===== src/sem_pkg.sv =====
// shared types and constants for the sobel edge magnitude block
package sem_pkg;

  localparam int unsigned PixW = 8;
  localparam int unsigned CfgW = 11;
  localparam int unsigned SumW = 21;

  // configuration register indexes
  typedef enum logic [0:0] {
    REG_LINE_WIDTH   = 1'b0,
    REG_FRAME_HEIGHT = 1'b1
  } cfg_reg_t;

  // controller states
  typedef enum logic [2:0] {
    ST_IDLE,
    ST_READ,
    ST_SHIFT,
    ST_CALC,
    ST_SQRT,
    ST_EMIT
  } sem_state_t;

  // window column selection and bottom clamp for one result
  typedef struct packed {
    logic shifted;
    logic bottom;
  } sem_sel_t;

  // controller to datapath commands
  typedef struct packed {
    logic     mem_rd;
    logic     shift;
    logic     calc;
    logic     sqrt_start;
    logic     sqrt_step;
    sem_sel_t sel;
  } sem_cmd_t;

  // datapath to controller status
  typedef struct packed {
    logic sqrt_done;
  } sem_stat_t;

endpackage


===== src/sem_ctrl.sv =====
// controller: counters, result sequencing and handshakes
module sem_ctrl #(
  parameter int unsigned MaxWidth = 1024,
  parameter int unsigned MaxHeight = 1024,
  parameter int unsigned IdxW = 10,
  parameter int unsigned CntW = 11
) (
  input  logic                clk,
  input  logic                rst_n,
  input  logic                in_valid,
  output logic                in_ready,
  input  logic [10:0]         line_width,
  input  logic [10:0]         frame_height,
  output sem_pkg::sem_cmd_t   cmd,
  input  sem_pkg::sem_stat_t  stat,
  output logic [IdxW-1:0]     idx,
  output logic                row_is_one,
  output logic                col_is_zero,
  input  logic [7:0]          mag,
  output logic                out_valid,
  input  logic                out_ready,
  output logic [7:0]          edge_res,
  output logic [9:0]          out_col,
  output logic [9:0]          out_row,
  output logic                last_of_run,
  output logic                frame_done
);
  import sem_pkg::*;

  sem_state_t state_r, state_nxt;
  logic [CntW-1:0] col_r, col_nxt, row_r, row_nxt;
  logic [CntW:0] w_use, h_use;
  logic last_col_r, last_row_r;
  logic [1:0] k_r, k_nxt;
  logic [3:0] emit_mask;
  logic out_valid_r;
  logic [7:0] res_r;
  logic [9:0] rcol_r, rrow_r;
  logic rlast_r, rdone_r;
  logic has_more;
  logic [1:0] next_k;
  logic pos_ok;
  logic sqrt_run_r;
  logic [CntW-1:0] pcol_r, prow_r;

  // sizes in use, clamped to the supported range
  always_comb begin
    w_use = (CntW+1)'(line_width);
    if (line_width < 11'd2) w_use = (CntW+1)'(2);
    else if ((CntW+1)'(line_width) > (CntW+1)'(MaxWidth)) w_use = (CntW+1)'(MaxWidth);
    h_use = (CntW+1)'(frame_height);
    if (frame_height < 11'd2) h_use = (CntW+1)'(2);
    else if ((CntW+1)'(frame_height) > (CntW+1)'(MaxHeight)) h_use = (CntW+1)'(MaxHeight);
  end

  assign idx = (col_r >= CntW'(MaxWidth)) ? IdxW'(MaxWidth - 1) : col_r[IdxW-1:0];
  assign row_is_one = (row_r == CntW'(1));
  assign col_is_zero = (col_r == '0);
  assign in_ready = (state_r == ST_IDLE);

  // which of up to four results this pixel makes
  always_comb begin
    // counters move on at the shift, so later states use the saved position
    pos_ok = (state_r == ST_SHIFT) ? (row_r != '0 && col_r != '0)
                                   : (prow_r != '0 && pcol_r != '0);
    emit_mask = '0;
    if (pos_ok) begin
      emit_mask[0] = 1'b1;
      emit_mask[1] = last_col_r;
      emit_mask[2] = last_row_r;
      emit_mask[3] = last_row_r && last_col_r;
    end
    has_more = 1'b0;
    next_k = k_r;
    for (int i = 3; i >= 0; i--) begin
      if (emit_mask[i] && 2'(i) > k_r) begin
        has_more = 1'b1;
        next_k = 2'(i);
      end
    end
  end

  // next state
  always_comb begin
    state_nxt = state_r;
    case (state_r)
      ST_IDLE: if (in_valid) state_nxt = ST_READ;
      ST_READ: state_nxt = ST_SHIFT;
      ST_SHIFT: state_nxt = (emit_mask != '0) ? ST_CALC : ST_IDLE;
      ST_CALC: state_nxt = ST_SQRT;
      ST_SQRT: if (sqrt_run_r && stat.sqrt_done && !out_valid_r) state_nxt = ST_EMIT;
      ST_EMIT: state_nxt = has_more ? ST_CALC : ST_IDLE;
      default: state_nxt = ST_IDLE;
    endcase
  end

  // command outputs
  always_comb begin
    cmd = '0;
    cmd.sel.shifted = k_r[0];
    cmd.sel.bottom = k_r[1];
    case (state_r)
      ST_IDLE: cmd.mem_rd = in_valid;
      ST_SHIFT: cmd.shift = 1'b1;
      ST_CALC: cmd.calc = 1'b1;
      ST_SQRT: begin
        cmd.sqrt_start = !sqrt_run_r;
        cmd.sqrt_step = sqrt_run_r;
      end
      default: cmd.mem_rd = 1'b0;
    endcase
  end

  always_ff @(posedge clk) begin
    if (!rst_n) sqrt_run_r <= 1'b0;
    else if (state_r == ST_SQRT) sqrt_run_r <= 1'b1;
    else sqrt_run_r <= 1'b0;
  end

  // counter update when the pixel enters the window
  always_comb begin
    col_nxt = col_r;
    row_nxt = row_r;
    if (state_r == ST_SHIFT) begin
      if (last_col_r) begin
        col_nxt = '0;
        row_nxt = last_row_r ? '0 : row_r + CntW'(1);
      end else begin
        col_nxt = col_r + CntW'(1);
      end
    end
  end

  always_comb begin
    k_nxt = k_r;
    if (state_r == ST_SHIFT) k_nxt = '0;
    else if (state_r == ST_EMIT) k_nxt = next_k;
  end

  always_ff @(posedge clk) begin
    if (!rst_n) begin
      state_r <= ST_IDLE;
      col_r <= '0;
      row_r <= '0;
      k_r <= '0;
      last_col_r <= 1'b0;
      last_row_r <= 1'b0;
    end else begin
      state_r <= state_nxt;
      k_r <= k_nxt;
      if (state_r == ST_READ) begin
        last_col_r <= {1'b0, col_r} >= w_use - (CntW+1)'(1);
        last_row_r <= {1'b0, row_r} >= h_use - (CntW+1)'(1);
      end
      if (state_r == ST_SHIFT) begin
        col_r <= col_nxt;
        row_r <= row_nxt;
      end
    end
  end

  // position of the pixel just entered, kept for the later states
  always_ff @(posedge clk) begin
    if (state_r == ST_SHIFT) begin
      pcol_r <= col_r;
      prow_r <= row_r;
    end
  end

  always_ff @(posedge clk) begin
    if (!rst_n) begin
      out_valid_r <= 1'b0;
    end else if (state_r == ST_EMIT) begin
      out_valid_r <= 1'b1;
    end else if (out_ready) begin
      out_valid_r <= 1'b0;
    end
  end

  always_ff @(posedge clk) begin
    if (state_r == ST_EMIT) begin
      res_r <= mag;
      rcol_r <= k_r[0] ? pcol_r[9:0] : 10'(pcol_r - CntW'(1));
      rrow_r <= k_r[1] ? prow_r[9:0] : 10'(prow_r - CntW'(1));
      rlast_r <= !has_more;
      rdone_r <= !has_more && last_row_r && last_col_r;
    end
  end

  assign out_valid = out_valid_r;
  assign edge_res = res_r;
  assign out_col = rcol_r;
  assign out_row = rrow_r;
  assign last_of_run = rlast_r;
  assign frame_done = rdone_r;

`ifndef SYNTH
  a_ready_idle: assert property (@(posedge clk) disable iff (!rst_n)
    in_ready |-> !cmd.calc && !cmd.shift)
    else $error("pixel taken while busy");
  a_emit_free: assert property (@(posedge clk) disable iff (!rst_n)
    (state_r == ST_EMIT) |-> !out_valid_r)
    else $error("result overwritten");
  a_done_last: assert property (@(posedge clk) disable iff (!rst_n)
    (out_valid && frame_done) |-> last_of_run)
    else $error("frame end not last of run");
`endif

endmodule


===== config.mk =====
export PLATFORM = sky130hd
export DESIGN_NAME = sem_ctrl
export DESIGN_NICKNAME = d
export VERILOG_FILES = /design/src/sem_pkg.sv /design/src/sem_ctrl.sv
export SDC_FILE = /design/constraint.sdc
export NUM_CORES = 1
export LEC_CHECK = 0
export ABC_CLOCK_PERIOD_IN_PS = 7600
export BUFFER_PORTS_ARGS = -buffer_cell sky130_fd_sc_hd__buf_2
export CAP_MARGIN = 20
export CORE_UTILIZATION = 55
export CTS_CLUSTER_DIAMETER = 100
export DETAILED_ROUTE_END_ITERATION = 10
export PLACE_DENSITY = 0.76
export SLEW_MARGIN = 20
export SYNTH_ARGS = -nofsm -noshare
export SYNTH_HDL_FRONTEND = slang
export SYNTH_SLANG_ARGS = --single-unit

===== constraint.sdc =====
create_clock -name clk -period 7.6 [get_ports clk]
set_input_delay 1.14 -clock clk [delete_from_list [all_inputs] [get_ports clk]]
set_output_delay 1.14 -clock clk [all_outputs]
set_load 0.02 [all_outputs]

==> results summary, run 1 <==
The share of total power dissipated in sequential elements is 53.5%. The pre-CTS setup slack came out at 3030 ps. The clock skew is 14.4 ps. The synthesized netlist net count is 514. The die covers 8660 µm². After detailed routing, the average wire length per cell comes to 13.6 µm. The number of synthesized flops with an enable pin is 52. The share of post-route cells with drive strength above 1 is 22.1%. The largest fanout of any net on the critical path came out at 9. The count of port buffers added during placement came out at 85. In this run the core area contains 32 standard-cell rows. The highest attainable clock frequency is 238 MHz. The number of antenna violations at the first check in global routing came out at 0. The worst path needs 4200 ps of the cycle, external delays included. Excluding fillers, the count of instances in the completed layout stands at 641. Setup violations remaining at the end of the flow were counted as 0. The deepest level of the CTS H-tree is 3.

The count of maximum capacitance violations is 0. The per-instance average area after synthesis is 10.2 µm². The most used flip-flop cell after synthesis is edfxtp_1. The number of setup buffers added after CTS is 0. The final critical path takes up 55.3% of the cycle. The buffer levels on the longest clock path came out at 2. Traced cell by cell, the critical path runs through buf_2, or3_1, or3_1, o311ai_1, ha_1, nand3_1, xnor2_1, mux2i_1, ha_1, a21o_1, a21oi_1, a21oi_1, a2111oi_0, a21oi_1. Global routing consumed, over all layers together, 21.5% of the routing resources. For the worst-skew pair, the clock arrives at the later sink with an insertion delay of 350 ps.

The hold buffer count at cts is 0. The repair_antennas step left the layout with diodes totalling 0. The number of vias after detailed routing is 3547. The first TritonRoute pass finished after 4 iterations. In this run the power spent charging and discharging nets is 0.219 mW. The post-route standard cell area excluding fillers came out at 5290 µm². The number of DRC markers after the initial detailed-route iteration is 195.

The post-DP HPWL is 6450 µm. Setup repair after global routing left no endpoint under its margin. The capturing element type of the critical path is a register. The cell count after synthesis is 448. The flop and latch count out of synthesis is 83. From synthesis to final layout, the design area changed by 16.1%. In this run the remaining antenna-violating nets after routing total 0. The total grt overflow is 0. Counting the buffers created by CTS gives 9. The share of total power in the clock network is 36.6%. The number of distinct library cells after synthesis is 56. The floorplan core area came out at 7890 µm². The initial core utilization came out at 57.8%.

The setup TNS after final layout is 0 ps. By instance count, the cell type seen most on the critical path is a21oi_1. The number of nets at the end of the flow came out at 600. The cell sitting at the root of the clock tree is a clkbuf_8. The largest individual stage delay along the critical path comes from the cell a2111oi_0. The first global-routing pass estimated 14600 µm of wire. The peak supply drop came out at 0.0841 mV. The cell-internal power came out at 0.712 mW. The mapped cell area came out at 4560 µm². Data on the critical path is required at its endpoint by 7830 ps.

The launching element type of the critical path is an input port. The vias per cell came out at 5.53. The die is 93.0 µm wide. The count of pins over their slew limit came out at 0. Summing the sequential cell areas from Yosys gives 47.9% of the chip area. The power density over the cells is 176 nW/µm². After clock tree synthesis, the clock-pin slew on the worst setup and hold paths is 90 ps. The final hold violation count came to 0. Of all cell types, the one taking the most synthesized area is edfxtp_1. The instance area at placement came out at 5080 µm². The wire length after detailed routing is 8730 µm. For this design the static power due to leakage is 2.18 nW.

The number of resized instances in the post-cts repair step is 0. The arrival time at the worst endpoint is 4430 ps. The DRC violation count after routing came out at 0. For the pin with the worst max-slew slack, the measured transition is 717 ps. The die outline height came out at 93.0 µm. In the post-synthesis netlist, the biggest area contributors are edfxtp_1 34%, dfxtp_1 14%, ha_1 8.5%. The type of the most critical hold path is register to register. The number of instances in the placed design came out at 625. In this run switching power makes up 23.5% of total power. The largest stage delay on the critical path is 460 ps. Per report_power, the combinational group accounts for 9.9% of the total. The run finished with clean final reports.

At the end of routability-driven placement, the weighted congestion stood at 0.872. The headroom to the max-slew limit is 51.8%. In this run the biggest area consumer among cell types represents 34.3% of the synthesized area. The yosys synthesis warning count came out at 0.

The via count of the first global-routing pass is 3167. The total I/O pin count is 86. TritonCTS built the clock tree.

The post-layout total power came out at 0.932 mW. The largest net degree at the start of global routing is 33. Clock tree synthesis found a total of 83 sinks. The layout has 642 filler cells. The worst setup path category is input port to register. The fraction of registers with async set/reset is 0%. After layout, the worst setup slack is 3400 ps.
[stage by stage]
stage,hold WS (ps),utilization (%)
3_3_place_gp,523,64.4
5_1_grt,570,67.1
4_1_cts,545,67.1
3_5_place_dp,527,64.4
2_1_floorplan,458,-
6_report,545,67.1
[logic make-up after synthesis]
kind of cell               Yosys count  synth area share (%)
buffers and inverters               27                  2.25
and+or+nand+nor                    190                  22.2
muxes                                2                 0.439
AOI/OAI and AO/OA                   77                  11.4
adders and majority gates           32                  8.73
xor gates and xnor gates            37                  7.11
DFF                                 83                  47.9
[critical path, delay by kind of cell]
family                     cells  cell delay [ps]
AOI/OAI and AO/OA              6             1310
xor gates and xnor gates       1              170
adders and majority gates      2              600
buffers and inverters          1              120
muxes                          1              100
and+or+nand+nor                3             1000
[final cells by class]
type	count	area, µm²	share of cell area, %
clock buffers	10	128	2.41
well taps	102	128	2.41
repair buffers	86	433	8.18
multi-input cells	338	2270	43.0
flip-flops and latches	83	2180	41.2
clock inverters	6	88.8	1.68
inverters	16	60.1	1.13
[path summary, 6_finish.rpt]
path	startpoint	endpoint	slack, ps	depth (start not counted)
worst max register to register	state_r[2]$_SDFFE_PN0P_	col_r[7]$_SDFFE_PN0P_	5550	6
worst max-delay path	frame_height[6]	last_row_r$_SDFFE_PN0N_	3400	14
worst min register to register	row_r[1]$_SDFFE_PN0P_	row_r[1]$_SDFFE_PN0P_	540	2
worst min-delay path	row_r[1]$_SDFFE_PN0P_	row_r[1]$_SDFFE_PN0P_	540	2
[placed cells by master, fill, tap and decap left out, drive strengths merged, types with 8 or more instances in the layout]
cell	instances
buf	86
edfxtp	52
nand2	46
nor2	45
ha	31
dfxtp	31
xor2	21
a21oi	19
o21ai	19
inv	17
xnor2	16
nor3	13
or3	11
and3	11
nor2b	10
nor4	10
or2	10
clkbuf	10
nand4	9
o21a	8
[flip-flops by register name, summed over array words and instances (netlist names)]
signal and cells:
col_r 11, pcol_r 11, prow_r 11, row_r 11, out_col 10, out_row 10
edge_res 8, state_r 3, k_r 2, frame_done 1, last_col_r 1, last_of_run 1
last_row_r 1, out_valid 1, sqrt_run_r 1
[power groups by stage]
| stage | combinational (mW) | sequential, mW | clock [mW] |
|---|---|---|---|
| after detailed placement | 0.0923 | 0.509 | 0 |
| final | 0.0925 | 0.499 | 0.341 |
| after CTS | 0.0934 | 0.498 | 0.346 |
| after global routing | 0.104 | 0.500 | 0.364 |
| after floorplan | 0.0641 | 0.505 | 0 |
| after global placement | 0.0893 | 0.508 | 0 |
[cell usage after synthesis (all sizes together), types with 8 or more instances]
cell and number:
dfxtp 31, a21oi 19, nor2 45, nand2 46
edfxtp 52, nand4 9, o21ai 19, nor4 10
clkbuf 10, or2 10, o21a 8, nor3 13
xnor2 16, and3 11, ha 31, nor2b 10
inv 16, xor2 21, or3 11
[layer usage]
metal,up-vias,wire (µm),global-route usage [%]
met5,-,0,0
met4,0,146,7.56
met3,10,402,3.50
met2,119,4090,36.0
met1,1620,4090,28.2
li1,1798,-,-
Note: power is estimated with default switching activity, not from simulation.
==> run 2: changes to the inputs <==
--- a/config.mk
+++ b/config.mk
@@ -5,7 +5,7 @@
 export SDC_FILE = /design/constraint.sdc
 export NUM_CORES = 1
 export LEC_CHECK = 0
-export ABC_CLOCK_PERIOD_IN_PS = 7600
+export ABC_CLOCK_PERIOD_IN_PS = 4150
 export BUFFER_PORTS_ARGS = -buffer_cell sky130_fd_sc_hd__buf_2
 export CAP_MARGIN = 20
 export CORE_UTILIZATION = 55
==> constraint.sdc (replaced) <==
create_clock -name clk -period 4.15 [get_ports clk]
set_input_delay 0.6225 -clock clk [delete_from_list [all_inputs] [get_ports clk]]
set_output_delay 0.6225 -clock clk [all_outputs]
set_load 0.02 [all_outputs]
==> run 2 against run 1 <==
  * Sequential share of layout area decreased by 0.068 points
  * First-iteration DRC count decreased by 16%
  * Via count increased by 0.45%
  * Cell count increased by 0.16%
  * Worst setup slack got worse by 2600 ps
  * Cell area increased by 0.17%
  * Count of clock-buffer cells in the layout unchanged
  * Register-to-register slack got worse by 3400 ps
  * Critical path type unchanged
  * Critical endpoint unchanged
==> results summary, run 2 (same netlist as run 1, synthesis figures left out) <==
The global-route wire length before repair was 14600 µm (+0.19%). The final critical path takes up 81.9% of the cycle. The final hold violation count came out at 0 (unchanged). The leakage power figure came out at 2.19 nW (+0.30%). The root buffer cell chosen for the clock tree is clkbuf_8. The worst setup path is launched from an input port. The number of resized instances in the post-cts repair step is 0 (unchanged). The TritonCTS clock tree is done. The number of nets at the end of the flow came out at 601 (+0.17%). The initial core utilization came to 57.8% (unchanged).

The total grt overflow came out at 0 (unchanged). The library cells used most frequently in the layout, excluding fill and tap cells, are 85 x buf_2, 52 x edfxtp_1, 45 x nor2_1, 45 x nand2_1. The layout-stage area growth over the synthesis result came out at 16.3%. The endpoint required time on the critical path came to 4390 ps (-3440 ps). The worst setup path is of the input port to register kind. The slew at the pin closest to its max-slew limit is 701 ps (-16.0 ps). The count of pins over their slew limit is 0 (unchanged).

The final antenna-violating net count is 0 (unchanged). The area of the die came to 8660 µm² (unchanged). After layout, the minimum clock period comes to 3400 ps. The width of the die came to 93.0 µm (unchanged). The final weighted congestion of routability-driven global placement is 0.868 (-0.40%). The hold buffer count at cts is 0 (unchanged). The sink count of the clock tree was 83 (unchanged). The worst setup path is captured at a register. The DRC violation count after routing is 0 (unchanged). The clock latency on the worst-skew pair came out at 350 ps (about the same). The post-CTS setup repair buffer count was 0 (unchanged). The floorplan core area is 7890 µm² (unchanged). The all-layer global routing usage is 21.4% (-0.082 points). The most frequent standard cell in the layout excluding fill and tap cells is buf_2.

The count of port buffers added during placement came to 85 (unchanged). The arrival time at the worst endpoint is 3630 ps (-800 ps). The count of maximum capacitance violations is 0 (unchanged). The number of endpoints failing setup at the final stage came to 0 (unchanged).

The wire length after detailed routing came out at 8740 µm (+0.10%). The post-DP HPWL is 6650 µm (+3.1%). The number of vias after detailed routing is 3563 (+0.45%).

The share of post-route cells with drive strength above 1 is 22.4% (+0.33 points). The clock skew came out at 10.1 ps (-4.34 ps). The number of antenna diodes came to 0 (unchanged). The power density over the cells is 323 nW/µm² (+83%). For this run, the top clock speed supported by timing is 294 MHz. The total I/O pin count was 86 (unchanged). The buffer levels on the longest clock path came to 2 (unchanged). The largest fanout of any net on the critical path came out at 5 (-4). The die outline height is 93.0 µm (unchanged).

The final cell utilization of the core was 67.2% (+0.11 points). The setup TNS after final layout came to 0 ps (unchanged). The vias per cell is 5.55 (+0.29%). The headroom to the max-slew limit came to 52.9% (+1.1 points). The type of the most critical hold path is input port to register. The number of buffers created by CTS came to 9 (unchanged). The clock transition at the registers of the reported paths came to 80 ps (about the same).

The total number of placement rows came out at 32 (unchanged). The number of DRC markers after the initial detailed-route iteration came out at 164 (-16%). The post-layout total power is 1.71 mW (+84%).

The worst hold slack came out at 451 ps (-94.3 ps). The peak supply drop came out at 0.133 mV (+58%). The via count of the first global-routing pass came out at 3256 (+2.8%). The number of antenna violations at the first check in global routing came out at 0 (unchanged). Setup repair after global routing left no endpoint under its margin. The flow ran to the end, and the final reports show no timing, DRC or antenna violations. The largest net degree at the start of global routing is 33 (unchanged). The count of TritonRoute iterations in the first routing pass was 4 (unchanged). The deepest level of the CTS H-tree is 3 (unchanged). The final routed wire length divided by cell count is 13.6 µm (about the same).
-- run 2: cell count changes in the layout (fill, tap and decap cells not counted), sizes merged --
cell    before  now
inv         17   16
clkinv       2    3
buf         86   87
-- run 2: final cells by class --
class	instances	area, µm²
Clock buffer	10	128
Clock inverter	6	90.1
Fill cell	641	2590
Inverter	16	60.1
Multi-Input combinational cell	338	2270
Sequential cell	83	2180
Tap cell	102	128
Timing Repair Buffer	87	440
-- run 2: worst max-delay path: stages --
cell	delay, ps
buf_2	120
or3_1	430
or3_1	410
o311ai_1	340
ha_1	250
nand3_1	110
xnor2_1	150
mux2i_1	100
ha_1	180
a21o_1	150
a21oi_1	140
a21oi_1	90
a2111oi_0	420
a21oi_1	120
-- run 2: power by group --
part | switching, mW | internal, mW
Sequential | 0.0193 | 0.893
Combinational | 0.0986 | 0.0717
Clock | 0.288 | 0.340
-- run 2: worst paths after layout --
check             slack, ps  cells past startpoint               startpoint                 endpoint
setup / recovery        750                     14          frame_height[6]  last_row_r$_SDFFE_PN0N_
hold / removal          450                      1                   mag[7]    edge_res[7]$_DFFE_PP_
setup reg to reg       2100                      6  state_r[2]$_SDFFE_PN0P_    col_r[7]$_SDFFE_PN0P_
hold reg to reg         540                      0   row_r[10]$_SDFFE_PN0P_     prow_r[10]$_DFFE_PP_
-- run 2: metal layers --
metal  track usage [%]  wire length [µm]  share of wire (%)  up-vias
li1                  -                 -                  -     1804
met1              27.7              4010                 46     1631
met2              35.4              4090                 47      113
met3              3.58               461                5.3       15
met4              9.23               174                2.0        0
met5                 0                 0                  0        -
-- run 2: metrics by stage --
stage                     setup slack (ps)  cells  instance area, µm²
after floorplan                        491    448                4560
after global placement                 523    626                5080
after detailed placement               375    626                5080
after CTS                              746    642                5300
after global routing                   531    642                5300
final                                  752    642                5300
